## src/sv/xmr_pkg.sv

```systemverilog
// xmr_pkg: shared constants, result type and crc helper for the xmodem receiver
// no dependencies; used by xmodem_receiver_core.sv and the testbench
package xmr_pkg;

	// protocol bytes
	localparam logic [7:0] B_SOH = 8'h01;
	localparam logic [7:0] B_STX = 8'h02;
	localparam logic [7:0] B_EOT = 8'h04;
	localparam logic [7:0] B_ACK = 8'h06;
	localparam logic [7:0] B_NAK = 8'h15;
	localparam logic [7:0] B_CAN = 8'h18;
	localparam logic [7:0] B_C   = 8'h43;

	localparam logic [15:0] CRC_POLY = 16'h1021;
	localparam int SHORT_PACKET_SIZE = 128;

	// input opcodes
	localparam logic [1:0] OP_START = 2'd0;
	localparam logic [1:0] OP_BYTE  = 2'd1;
	localparam logic [1:0] OP_TICK  = 2'd2;

	// packet marks
	localparam logic [1:0] MARK_NONE    = 2'd0;
	localparam logic [1:0] MARK_COMMIT  = 2'd1;
	localparam logic [1:0] MARK_DISCARD = 2'd2;

	// end status codes
	localparam logic [2:0] ST_OK        = 3'd0;
	localparam logic [2:0] ST_START_BAD = 3'd1;
	localparam logic [2:0] ST_ERRORS    = 3'd2;
	localparam logic [2:0] ST_CANCEL    = 3'd3;
	localparam logic [2:0] ST_SIZE      = 3'd4;

	// configuration register indexes
	localparam logic [2:0] CFG_TIMEOUT     = 3'd0;
	localparam logic [2:0] CFG_MAX_ERRORS  = 3'd1;
	localparam logic [2:0] CFG_START_TRIES = 3'd2;
	localparam logic [2:0] CFG_MAX_BYTES   = 3'd3;
	localparam logic [2:0] CFG_CRC_FIRST   = 3'd4;

	typedef struct packed {
		logic        tx_valid;
		logic [7:0]  tx_byte;
		logic        data_valid;
		logic [7:0]  data_byte;
		logic [1:0]  packet_mark;
		logic        flush_request;
		logic        done_res;
		logic [2:0]  status;
		logic [31:0] total_bytes;
	} result_t;

	// crc-16 (0x1021) update by one byte, msb first
	function automatic logic [15:0] crc_byte(input logic [15:0] crc, input logic [7:0] b);
		logic [15:0] c;
		c = crc ^ {b, 8'h00};
		for (int i = 0; i < 8; i++) begin
			c = c[15] ? ({c[14:0], 1'b0} ^ CRC_POLY) : {c[14:0], 1'b0};
		end
		return c;
	endfunction

endpackage

```

## src/sv/xmr_if.sv

```systemverilog
// xmr_if: valid/ready channels for the xmodem receiver input and result items
// no dependencies; follows xmr_pkg.sv in compile order
interface xmr_in_if;
	logic       valid;
	logic       ready;
	logic [1:0] opcode;
	logic [7:0] rx_byte;

	modport source (output valid, opcode, rx_byte, input ready);
	modport sink (input valid, opcode, rx_byte, output ready);
endinterface

interface xmr_out_if;
	logic        valid;
	logic        ready;
	logic        tx_valid;
	logic [7:0]  tx_byte;
	logic        data_valid;
	logic [7:0]  data_byte;
	logic [1:0]  packet_mark;
	logic        flush_request;
	logic        done_res;
	logic [2:0]  status;
	logic [31:0] total_bytes;

	modport source (output valid, tx_valid, tx_byte, data_valid, data_byte, packet_mark,
		flush_request, done_res, status, total_bytes, input ready);
	modport sink (input valid, tx_valid, tx_byte, data_valid, data_byte, packet_mark,
		flush_request, done_res, status, total_bytes, output ready);
endinterface

```

## src/sv/xmodem_receiver_core.sv

```systemverilog
// xmodem_receiver_core: xmodem / 1k-xmodem receive protocol engine, top level
// depends on xmr_pkg.sv and xmr_if.sv

// The receiver takes one item per clock when not stalled: a start command, a received
// serial byte or a millisecond tick, and returns exactly one result item for each.
// Every item goes through the frame parser, crc/sum update and retry logic
// combinationally and lands in the result register, so the sustained rate is one item
// per cycle while dout.ready holds; the result register is the only stage, and a new
// item is taken whenever that register is empty or being drained in the same cycle. A
// result appears in the cycle after its item is accepted. Reply bytes (C, NAK, ACK)
// come out on tx_valid/tx_byte, payload bytes stream out on data_valid/data_byte as
// they arrive, and a commit or discard mark closes each packet once its number and
// check are known. done_res with status flags the end of a transfer. Configuration
// registers are taken through the plain write port and must only be written while no
// item is in flight; crc_first takes effect at the next start command.
module xmodem_receiver_core #(
	parameter int LONG_PACKET_SIZE = 1024
) (
	input  logic            clk,
	input  logic            arst_n,
	input  logic            cfg_we,
	input  logic [2:0]      cfg_index,
	input  logic [31:0]     cfg_data,
	xmr_in_if.sink          din,
	xmr_out_if.source       dout
);

	localparam int CNT_W = $clog2(LONG_PACKET_SIZE + 1);

	// receive phases
	localparam logic [2:0] PH_IDLE   = 3'd0;
	localparam logic [2:0] PH_HEADER = 3'd1;
	localparam logic [2:0] PH_NUMBER = 3'd2;
	localparam logic [2:0] PH_COMPL  = 3'd3;
	localparam logic [2:0] PH_DATA   = 3'd4;
	localparam logic [2:0] PH_CHK_HI = 3'd5;
	localparam logic [2:0] PH_CHK_LO = 3'd6;

	// configuration
	logic [15:0] timeout_ticks_q;
	logic [7:0]  max_errors_q;
	logic [7:0]  start_tries_q;
	logic [31:0] max_bytes_q;
	logic        crc_first_q;

	// protocol state
	logic [2:0]       phase_q, phase_n;
	logic [7:0]       expected_number_q, expected_number_n;
	logic [7:0]       got_number_q, got_number_n;
	logic [7:0]       got_complement_q, got_complement_n;
	logic [CNT_W-1:0] payload_count_q, payload_count_n;
	logic             long_packet_q, long_packet_n;
	logic [15:0]      running_crc_q, running_crc_n;
	logic [7:0]       running_sum_q, running_sum_n;
	logic [15:0]      received_check_q, received_check_n;
	logic             crc_mode_q, crc_mode_n;
	logic             starting_q, starting_n;
	logic [7:0]       fail_count_q, fail_count_n;
	logic [15:0]      idle_ticks_q, idle_ticks_n;
	logic [31:0]      byte_total_q, byte_total_n;

	// result register
	logic                 out_valid_q;
	xmr_pkg::result_t     res_q;
	xmr_pkg::result_t     res;

	logic             accept;
	logic             do_fail;
	logic             do_finish;
	logic             streamed;
	logic [CNT_W-1:0] pkt_size;
	logic [CNT_W-1:0] count_inc;
	logic [7:0]       fail_inc;
	logic [32:0]      total_sum;
	logic             num_ok;
	logic             chk_ok;

	// skid-free single stage: take a new item whenever the result slot frees up
	assign din.ready = !out_valid_q || dout.ready;
	assign accept    = din.valid && din.ready;

	assign streamed = (phase_q == PH_DATA && payload_count_q != '0) ||
		phase_q == PH_CHK_HI || phase_q == PH_CHK_LO;
	assign pkt_size  = long_packet_q ? CNT_W'(LONG_PACKET_SIZE)
		: CNT_W'(xmr_pkg::SHORT_PACKET_SIZE);
	assign count_inc = payload_count_q + 1'b1;
	assign fail_inc  = (fail_count_q != 8'hFF) ? fail_count_q + 8'd1 : fail_count_q;
	assign total_sum = {1'b0, byte_total_q} + 33'(pkt_size);

	always_comb begin
		phase_n          = phase_q;
		expected_number_n = expected_number_q;
		got_number_n     = got_number_q;
		got_complement_n = got_complement_q;
		payload_count_n  = payload_count_q;
		long_packet_n    = long_packet_q;
		running_crc_n    = running_crc_q;
		running_sum_n    = running_sum_q;
		received_check_n = received_check_q;
		crc_mode_n       = crc_mode_q;
		starting_n       = starting_q;
		fail_count_n     = fail_count_q;
		idle_ticks_n     = idle_ticks_q;
		byte_total_n     = byte_total_q;
		res              = '0;
		do_fail          = 1'b0;
		do_finish        = 1'b0;
		num_ok           = 1'b0;
		chk_ok           = 1'b0;

		unique case (din.opcode)
			xmr_pkg::OP_START: begin
				// start or restart; anything already streamed gets thrown away
				if (streamed) begin
					res.packet_mark = xmr_pkg::MARK_DISCARD;
				end
				expected_number_n = 8'd1;
				fail_count_n      = '0;
				crc_mode_n        = crc_first_q;
				starting_n        = 1'b1;
				byte_total_n      = '0;
				idle_ticks_n      = '0;
				payload_count_n   = '0;
				phase_n           = PH_HEADER;
				res.flush_request = 1'b1;
				res.tx_valid      = 1'b1;
				res.tx_byte       = crc_first_q ? xmr_pkg::B_C : xmr_pkg::B_NAK;
			end
			xmr_pkg::OP_BYTE: begin
				if (phase_q != PH_IDLE) begin
					idle_ticks_n = '0;
					unique case (phase_q)
						PH_HEADER: begin
							if (din.rx_byte == xmr_pkg::B_SOH || din.rx_byte == xmr_pkg::B_STX) begin
								long_packet_n = (din.rx_byte == xmr_pkg::B_STX);
								phase_n       = PH_NUMBER;
							end else if (din.rx_byte == xmr_pkg::B_EOT) begin
								res.tx_valid = 1'b1;
								res.tx_byte  = xmr_pkg::B_ACK;
								fail_count_n = '0;
								res.done_res = 1'b1;
								res.status   = xmr_pkg::ST_OK;
								phase_n      = PH_IDLE;
							end else if (din.rx_byte == xmr_pkg::B_CAN) begin
								res.flush_request = 1'b1;
								res.done_res      = 1'b1;
								res.status        = xmr_pkg::ST_CANCEL;
								phase_n           = PH_IDLE;
							end else begin
								do_fail = 1'b1;
							end
						end
						PH_NUMBER: begin
							got_number_n = din.rx_byte;
							phase_n      = PH_COMPL;
						end
						PH_COMPL: begin
							got_complement_n = din.rx_byte;
							payload_count_n  = '0;
							running_crc_n    = '0;
							running_sum_n    = '0;
							phase_n          = PH_DATA;
						end
						PH_DATA: begin
							res.data_valid  = 1'b1;
							res.data_byte   = din.rx_byte;
							running_sum_n   = running_sum_q + din.rx_byte;
							running_crc_n   = xmr_pkg::crc_byte(running_crc_q, din.rx_byte);
							payload_count_n = count_inc;
							if (count_inc >= pkt_size) begin
								phase_n = PH_CHK_HI;
							end
						end
						PH_CHK_HI: begin
							if (crc_mode_q) begin
								received_check_n = {din.rx_byte, 8'h00};
								phase_n          = PH_CHK_LO;
							end else begin
								received_check_n = {8'h00, din.rx_byte};
								do_finish        = 1'b1;
							end
						end
						PH_CHK_LO: begin
							received_check_n = {received_check_q[15:8], din.rx_byte};
							do_finish        = 1'b1;
						end
						default: ;
					endcase
				end
			end
			xmr_pkg::OP_TICK: begin
				if (phase_q != PH_IDLE) begin
					idle_ticks_n = (idle_ticks_q != 16'hFFFF) ? idle_ticks_q + 16'd1
						: idle_ticks_q;
					if (idle_ticks_n >= timeout_ticks_q) begin
						if (streamed) begin
							res.packet_mark = xmr_pkg::MARK_DISCARD;
						end
						do_fail = 1'b1;
					end
				end
			end
			default: ;
		endcase

		// end of packet: number/complement and check decide commit or discard
		if (do_finish) begin
			num_ok = (got_number_q == ~got_complement_q) &&
				(got_number_q == expected_number_q);
			chk_ok = crc_mode_q ? (running_crc_q == received_check_n)
				: (running_sum_q == received_check_n[7:0]);
			if (!(num_ok && chk_ok)) begin
				res.packet_mark = xmr_pkg::MARK_DISCARD;
				do_fail         = 1'b1;
			end else begin
				res.packet_mark   = xmr_pkg::MARK_COMMIT;
				expected_number_n = expected_number_q + 8'd1;
				fail_count_n      = '0;
				starting_n        = 1'b0;
				byte_total_n      = total_sum[32] ? 32'hFFFF_FFFF : total_sum[31:0];
				phase_n           = PH_HEADER;
				if (byte_total_n >= max_bytes_q) begin
					res.done_res = 1'b1;
					res.status   = xmr_pkg::ST_SIZE;
					phase_n      = PH_IDLE;
				end else begin
					res.tx_valid = 1'b1;
					res.tx_byte  = xmr_pkg::B_ACK;
				end
			end
		end

		// timeout or bad packet: retry, fall back to checksum, or give up
		if (do_fail) begin
			res.flush_request = 1'b1;
			idle_ticks_n      = '0;
			phase_n           = PH_HEADER;
			fail_count_n      = fail_inc;
			if (starting_q) begin
				if (fail_inc >= start_tries_q && !crc_mode_q) begin
					res.done_res = 1'b1;
					res.status   = xmr_pkg::ST_START_BAD;
					phase_n      = PH_IDLE;
				end else if (fail_inc >= start_tries_q) begin
					crc_mode_n   = 1'b0;
					fail_count_n = '0;
					res.tx_valid = 1'b1;
					res.tx_byte  = xmr_pkg::B_NAK;
				end else begin
					res.tx_valid = 1'b1;
					res.tx_byte  = crc_mode_q ? xmr_pkg::B_C : xmr_pkg::B_NAK;
				end
			end else begin
				res.tx_valid = 1'b1;
				res.tx_byte  = xmr_pkg::B_NAK;
				if (fail_inc >= max_errors_q) begin
					res.done_res = 1'b1;
					res.status   = xmr_pkg::ST_ERRORS;
					phase_n      = PH_IDLE;
				end
			end
		end

		res.total_bytes = byte_total_n;
	end

	// configuration registers
	always_ff @(posedge clk or negedge arst_n) begin
		if (!arst_n) begin
			timeout_ticks_q <= 16'd3000;
			max_errors_q    <= 8'd10;
			start_tries_q   <= 8'd5;
			max_bytes_q     <= 32'hFFFF_FFFF;
			crc_first_q     <= 1'b1;
		end else if (cfg_we) begin
			unique case (cfg_index)
				xmr_pkg::CFG_TIMEOUT:     timeout_ticks_q <= cfg_data[15:0];
				xmr_pkg::CFG_MAX_ERRORS:  max_errors_q    <= cfg_data[7:0];
				xmr_pkg::CFG_START_TRIES: start_tries_q   <= cfg_data[7:0];
				xmr_pkg::CFG_MAX_BYTES:   max_bytes_q     <= cfg_data;
				xmr_pkg::CFG_CRC_FIRST:   crc_first_q     <= cfg_data[0];
				default: ;
			endcase
		end
	end

	// protocol state advances on every accepted item
	always_ff @(posedge clk or negedge arst_n) begin
		if (!arst_n) begin
			phase_q           <= PH_IDLE;
			expected_number_q <= 8'd1;
			got_number_q      <= '0;
			got_complement_q  <= '0;
			payload_count_q   <= '0;
			long_packet_q     <= 1'b0;
			running_crc_q     <= '0;
			running_sum_q     <= '0;
			received_check_q  <= '0;
			crc_mode_q        <= 1'b1;
			starting_q        <= 1'b1;
			fail_count_q      <= '0;
			idle_ticks_q      <= '0;
			byte_total_q      <= '0;
		end else if (accept) begin
			phase_q           <= phase_n;
			expected_number_q <= expected_number_n;
			got_number_q      <= got_number_n;
			got_complement_q  <= got_complement_n;
			payload_count_q   <= payload_count_n;
			long_packet_q     <= long_packet_n;
			running_crc_q     <= running_crc_n;
			running_sum_q     <= running_sum_n;
			received_check_q  <= received_check_n;
			crc_mode_q        <= crc_mode_n;
			starting_q        <= starting_n;
			fail_count_q      <= fail_count_n;
			idle_ticks_q      <= idle_ticks_n;
			byte_total_q      <= byte_total_n;
		end
	end

	// result slot: full after an accept, empty once taken with nothing new behind it
	always_ff @(posedge clk or negedge arst_n) begin
		if (!arst_n) begin
			out_valid_q <= 1'b0;
		end else if (accept) begin
			out_valid_q <= 1'b1;
		end else if (dout.ready) begin
			out_valid_q <= 1'b0;
		end
	end

	always_ff @(posedge clk) begin
		if (accept) begin
			res_q <= res;
		end
	end

	assign dout.valid         = out_valid_q;
	assign dout.tx_valid      = res_q.tx_valid;
	assign dout.tx_byte       = res_q.tx_byte;
	assign dout.data_valid    = res_q.data_valid;
	assign dout.data_byte     = res_q.data_byte;
	assign dout.packet_mark   = res_q.packet_mark;
	assign dout.flush_request = res_q.flush_request;
	assign dout.done_res      = res_q.done_res;
	assign dout.status        = res_q.status;
	assign dout.total_bytes   = res_q.total_bytes;

endmodule
```

## src/flat_wrapper.sv

```systemverilog
// flat-port wrapper written by rule: the top's interface ports become plain ports
module xmodem_receiver_core_flat 
#(
	parameter int LONG_PACKET_SIZE = 1024
)
  (clk, arst_n, cfg_we, cfg_index, cfg_data, din_valid, din_opcode, din_rx_byte, din_ready, dout_valid, dout_tx_valid, dout_tx_byte, dout_data_valid, dout_data_byte, dout_packet_mark, dout_flush_request, dout_done_res, dout_status, dout_total_bytes, dout_ready);
  xmr_in_if din_i ();
  xmr_out_if dout_i ();
  input  logic clk;
  input  logic arst_n;
  input  logic cfg_we;
  input  logic [2:0] cfg_index;
  input  logic [31:0] cfg_data;
  input wire logic [$bits(din_i.valid)-1:0] din_valid;
  input wire logic [$bits(din_i.opcode)-1:0] din_opcode;
  input wire logic [$bits(din_i.rx_byte)-1:0] din_rx_byte;
  output wire logic [$bits(din_i.ready)-1:0] din_ready;
  output wire logic [$bits(dout_i.valid)-1:0] dout_valid;
  output wire logic [$bits(dout_i.tx_valid)-1:0] dout_tx_valid;
  output wire logic [$bits(dout_i.tx_byte)-1:0] dout_tx_byte;
  output wire logic [$bits(dout_i.data_valid)-1:0] dout_data_valid;
  output wire logic [$bits(dout_i.data_byte)-1:0] dout_data_byte;
  output wire logic [$bits(dout_i.packet_mark)-1:0] dout_packet_mark;
  output wire logic [$bits(dout_i.flush_request)-1:0] dout_flush_request;
  output wire logic [$bits(dout_i.done_res)-1:0] dout_done_res;
  output wire logic [$bits(dout_i.status)-1:0] dout_status;
  output wire logic [$bits(dout_i.total_bytes)-1:0] dout_total_bytes;
  input wire logic [$bits(dout_i.ready)-1:0] dout_ready;
  assign din_i.valid = din_valid;
  assign din_i.opcode = din_opcode;
  assign din_i.rx_byte = din_rx_byte;
  assign din_ready = din_i.ready;
  assign dout_valid = dout_i.valid;
  assign dout_tx_valid = dout_i.tx_valid;
  assign dout_tx_byte = dout_i.tx_byte;
  assign dout_data_valid = dout_i.data_valid;
  assign dout_data_byte = dout_i.data_byte;
  assign dout_packet_mark = dout_i.packet_mark;
  assign dout_flush_request = dout_i.flush_request;
  assign dout_done_res = dout_i.done_res;
  assign dout_status = dout_i.status;
  assign dout_total_bytes = dout_i.total_bytes;
  assign dout_i.ready = dout_ready;
  xmodem_receiver_core #(.LONG_PACKET_SIZE(LONG_PACKET_SIZE)) u_core (.clk(clk), .arst_n(arst_n), .cfg_we(cfg_we), .cfg_index(cfg_index), .cfg_data(cfg_data), .din(din_i), .dout(dout_i));
endmodule
```

## config.mk

```make
export PLATFORM = sky130hd
export DESIGN_NAME = xmodem_receiver_core_flat
export DESIGN_NICKNAME = d
export VERILOG_FILES = /design/src/sv/xmr_pkg.sv /design/src/sv/xmr_if.sv /design/src/sv/xmodem_receiver_core.sv /design/src/flat_wrapper.sv
export SDC_FILE = /design/constraint.sdc
export NUM_CORES = 1
export LEC_CHECK = 0
export ABC_AREA = 1
export BUFFER_PORTS_ARGS = -buffer_cell sky130_fd_sc_hd__buf_2
export CAP_MARGIN = 20
export CORE_UTILIZATION = 40
export DETAILED_ROUTE_END_ITERATION = 16
export PLACE_DENSITY = 0.62
export SLEW_MARGIN = 20
export SYNTH_ARGS = -nofsm -noshare
export SYNTH_HDL_FRONTEND = slang
export SYNTH_SLANG_ARGS = --single-unit
```

## constraint.sdc

```tcl
create_clock -name clk -period 4.5 [get_ports clk]
set_input_delay 0.9 -clock clk [delete_from_list [all_inputs] [get_ports clk]]
set_output_delay 0.9 -clock clk [all_outputs]
set_load 0.05 [all_outputs]
```

==> flow_metrics.env <==
export IMPL_worstPathArrival_ns=4.49
export IMPL_grt_overflow=0
export IMPL_synth_xor_area_share_pct=3.320
export IMPL_timing_final_crit_share_pct=92.52
export IMPL_avgSynthCellArea_um2=7.712
export IMPL_total_power_mw=8.341
export IMPL_grt_max_degree=89
export IMPL_synth_edf_count=54
export IMPL_critical_path_buf_inv_count=8
export IMPL_status="complete, no violations"
export IMPL_die_x_um=197.6
export IMPL_area_growth_pct=13.85
export IMPL_drv_slew=0
export IMPL_synth_top_family_by_area="simple AND/OR/NAND/NOR gates"
export IMPL_drive_gt1_share_pct=12.53
export IMPL_synthMuxAreaShare_pct=0
export IMPL_clkTransAtPathRegs_ns=0.06
export IMPL_fmax_mhz=240.2
export IMPL_min_delay_path_class="in -> async"
export IMPL_power_leakage_nw=8.567
export IMPL_synth_seq_cells=257
export IMPL_place_congestion=0.9231
export IMPL_cap_violations=0
export IMPL_ios=109
export IMPL_p_per_area_nw_per_um2=478.8
export IMPL_antenna_found_initial=0
export IMPL_dp_cells=2561
export IMPL_synthesis_area_um2=15300
export IMPL_cpLargestDelayFamily="simple AND/OR/NAND/NOR gates"
export IMPL_antenna_cells=0
export IMPL_cp_required_ns=4.83
export IMPL_yosys_warnings=0
export IMPL_mostFrequentLayoutCells="nand2_1, inv_1, nor2_1, dfrtp_1, o21ai_0"
export IMPL_fillers=3807
export IMPL_fin_setup_tns_ns=0
export IMPL_ir_worst_vdd_mv=0.2891
export IMPL_grt_pass1_wl_um=68230
export IMPL_cp_slowest_cell="dfrtp_1"
export IMPL_async_reset_ff_share_pct=78.99
export IMPL_synth_fa_ha_area_share_pct=7.082
export IMPL_cts_tree="done"
export IMPL_routed_wl_um=41700
export IMPL_drc=0
export IMPL_ant_nets=0
export IMPL_rsz0062_at_grt="no"
export IMPL_hold_violations=0
export IMPL_critPathMaxStageDelay_ns=0.40
export IMPL_cts_root_buf="clkbuf_16"
export IMPL_final_area_um2=17420
export IMPL_initial_core_util_pct=40.62
export IMPL_port_buffers=105
export IMPL_critPathKind="reg -> reg"
export IMPL_wl_per_cell_um=15.93
export IMPL_cts_max_level=1
export IMPL_skew_ns=0.01172
export IMPL_drt_pass1_iterations=6
export IMPL_synth_compound_area_share_pct=11.29
export IMPL_critPathMostFrequentCell="nand2_1"
export IMPL_setup_slack_ns=0.3368
export IMPL_setup_viol=0
export IMPL_numCtsBuffers=30
export IMPL_rows=71
export IMPL_synthCells=1984
export IMPL_tightest_slew_ns=1.053
export IMPL_grt_pass1_vias=13240
export IMPL_synthSimpleGateAreaFrac_pct=25.46
export IMPL_worstSkewPairLatency_ns=0.57
export IMPL_finalNonFillerCells=2618
export IMPL_die_h_um=197.6
export IMPL_core_area_um2=37670
export IMPL_max_slew_margin_pct=29.54
export IMPL_dpl_cell_area_um2=16380
export IMPL_cts_sinks=257
export IMPL_vias=13330
export IMPL_dr_first_iter_drc_count=897
export IMPL_clock_path_buffers=3
export IMPL_die_area_um2=39040
export IMPL_track_usage_pct=22.01
export IMPL_crit_path_start_kind="flip-flop"
export IMPL_layout_cells_most_common="nand2_1"
export IMPL_nets=2219
export IMPL_end_kind="flip-flop"
export IMPL_period_needed_ns=4.163
export IMPL_hold_buffers=0
export IMPL_avgViaCountPerCell=5.093
export IMPL_synth_flop_cell="dfrtp_1"
export IMPL_post_place_ws_ns=0.2611
export IMPL_yosysSeqAreaShare_pct=44.19
export IMPL_hpwl_um=31070
export IMPL_cp_max_fo=23
export IMPL_synth_distinct_cells=53
cell usage after synthesis (3+ instances only):
| library cell | number | area (um^2) |
|---|---|---|
| nand2_1 | 561 | 2106 |
| inv_1 | 267 | 1002 |
| nor2_1 | 174 | 653.1 |
| dfrtp_1 | 156 | 3904 |
| o21ai_0 | 139 | 695.7 |
| nand3_1 | 95 | 475.5 |
| a21oi_1 | 86 | 430.4 |
| ha_1 | 85 | 1064 |
| edfxtp_1 | 54 | 1622 |
| dfstp_2 | 47 | 1235 |
| clkbuf_1 | 43 | 161.4 |
| nand4_1 | 39 | 244.0 |
| nor3_1 | 37 | 185.2 |
| xor2_1 | 35 | 306.5 |
| o22ai_1 | 24 | 150.1 |
| xnor2_1 | 23 | 201.4 |
| a31oi_1 | 21 | 131.4 |
| nor4_1 | 11 | 68.82 |
| o21ai_2 | 9 | 78.83 |
| buf_4 | 8 | 60.06 |
| buf_2 | 6 | 30.03 |
| o211ai_1 | 5 | 37.54 |
| o21a_1 | 5 | 37.54 |
| or2_2 | 5 | 31.28 |
| clkinv_1 | 4 | 15.01 |
| inv_2 | 4 | 15.01 |
| o31ai_1 | 4 | 30.03 |
| nand2_2 | 3 | 18.77 |
| nand3b_1 | 3 | 22.52 |
where the power goes:
group          total, mW  internal, mW  switching (mW)
Combinational       2.66         0.946            1.71
Sequential          3.27          2.90           0.370
Clock               2.41          1.43           0.975
through the flow:
stage	util, %	hold slack [ns]
after CTS	46.08	0.4185
final	46.25	0.3979
after global routing	46.25	0.4365
after detailed placement	43.48	0.4781
after floorplan	-	0.4530
after global placement	43.48	0.4699
flip-flops by register name, indices dropped and copies added, names as in the netlist, 11 cells and up:
signal and count:
u_core.idle_ticks_q 16, u_core.timeout_ticks_q 16, u_core.received_check_q 16, u_core.max_bytes_q 32, u_core.running_crc_q 16, u_core.byte_total_q 32, u_core.payload_count_q 11, u_core.dout.total_bytes 32
worst paths after layout:
path / from / end / slack (ns) / cells after the start
worst min-delay path: arst_n / u_core.byte_total_q[22]$_DFFE_PN0P_ / 0.40 / 1
worst min register to register: u_core.max_bytes_q[18]$_DFFE_PN1P_ / u_core.max_bytes_q[18]$_DFFE_PN1P_ / 0.48 / 2
worst max-delay path: u_core.byte_total_q[10]$_DFFE_PN0P_ / u_core.dout.tx_byte[6]$_DFFE_PP_ / 0.34 / 28
worst max register to register: u_core.byte_total_q[10]$_DFFE_PN0P_ / u_core.dout.tx_byte[6]$_DFFE_PP_ / 0.34 / 28
min in group clk: u_core.max_bytes_q[18]$_DFFE_PN1P_ / u_core.max_bytes_q[18]$_DFFE_PN1P_ / 0.48 / 2
max in group asynchronous: arst_n / u_core.starting_q$_DFFE_PN1P_ / 3.14 / 2
worst reg2reg max path: cells and delay by family (launching register included):
kind / cells / cell delay, ns
buffers and inverters: 8 / 0.82
and+or+nand+nor: 15 / 1.69
DFF: 1 / 0.40
AOI/OAI and AO/OA: 3 / 0.46
adders and majority gates: 2 / 0.56
layer usage:
layer | share of wire (%) | vias up | track usage [%]
met5 | 0 | - | 0
met3 | 5.1 | 69 | 2.868
li1 | - | 6661 | -
met4 | 2.8 | 0 | 7.522
met1 | 45 | 6278 | 28.99
met2 | 47 | 325 | 37.14
what timing repair did:
item / in CTS / in global routing
resized for setup: 0 / 18
buffers inserted: 0 / 1
endpoints found under the setup margin: 0 / 35
final cells by class:
| type | count | area [um^2] | area share, % |
|---|---|---|---|
| tap | 511 | 639.4 | 3.670 |
| clock buffer | 47 | 905.9 | 5.200 |
| inverter | 275 | 1035 | 5.940 |
| timing repair buffer | 126 | 716.9 | 4.116 |
| multi-input combinational | 1393 | 7288 | 41.84 |
| clock inverter | 9 | 73.82 | 0.4238 |
| sequential | 257 | 6760 | 38.81 |
cell families (layout without fill, tap and decap cells):
family                   after synthesis  after routing
adder cells (fa/ha/maj)               86             86
AO/OA/AOI/OAI                        308            308
AND/OR/NAND/NOR                      938            938
XOR/XNOR                              58             58
other                                  1              3
flip-flops                           257            257
buffers and inverters                336            457
No activity file was read; power rests on OpenSTA's default activity.
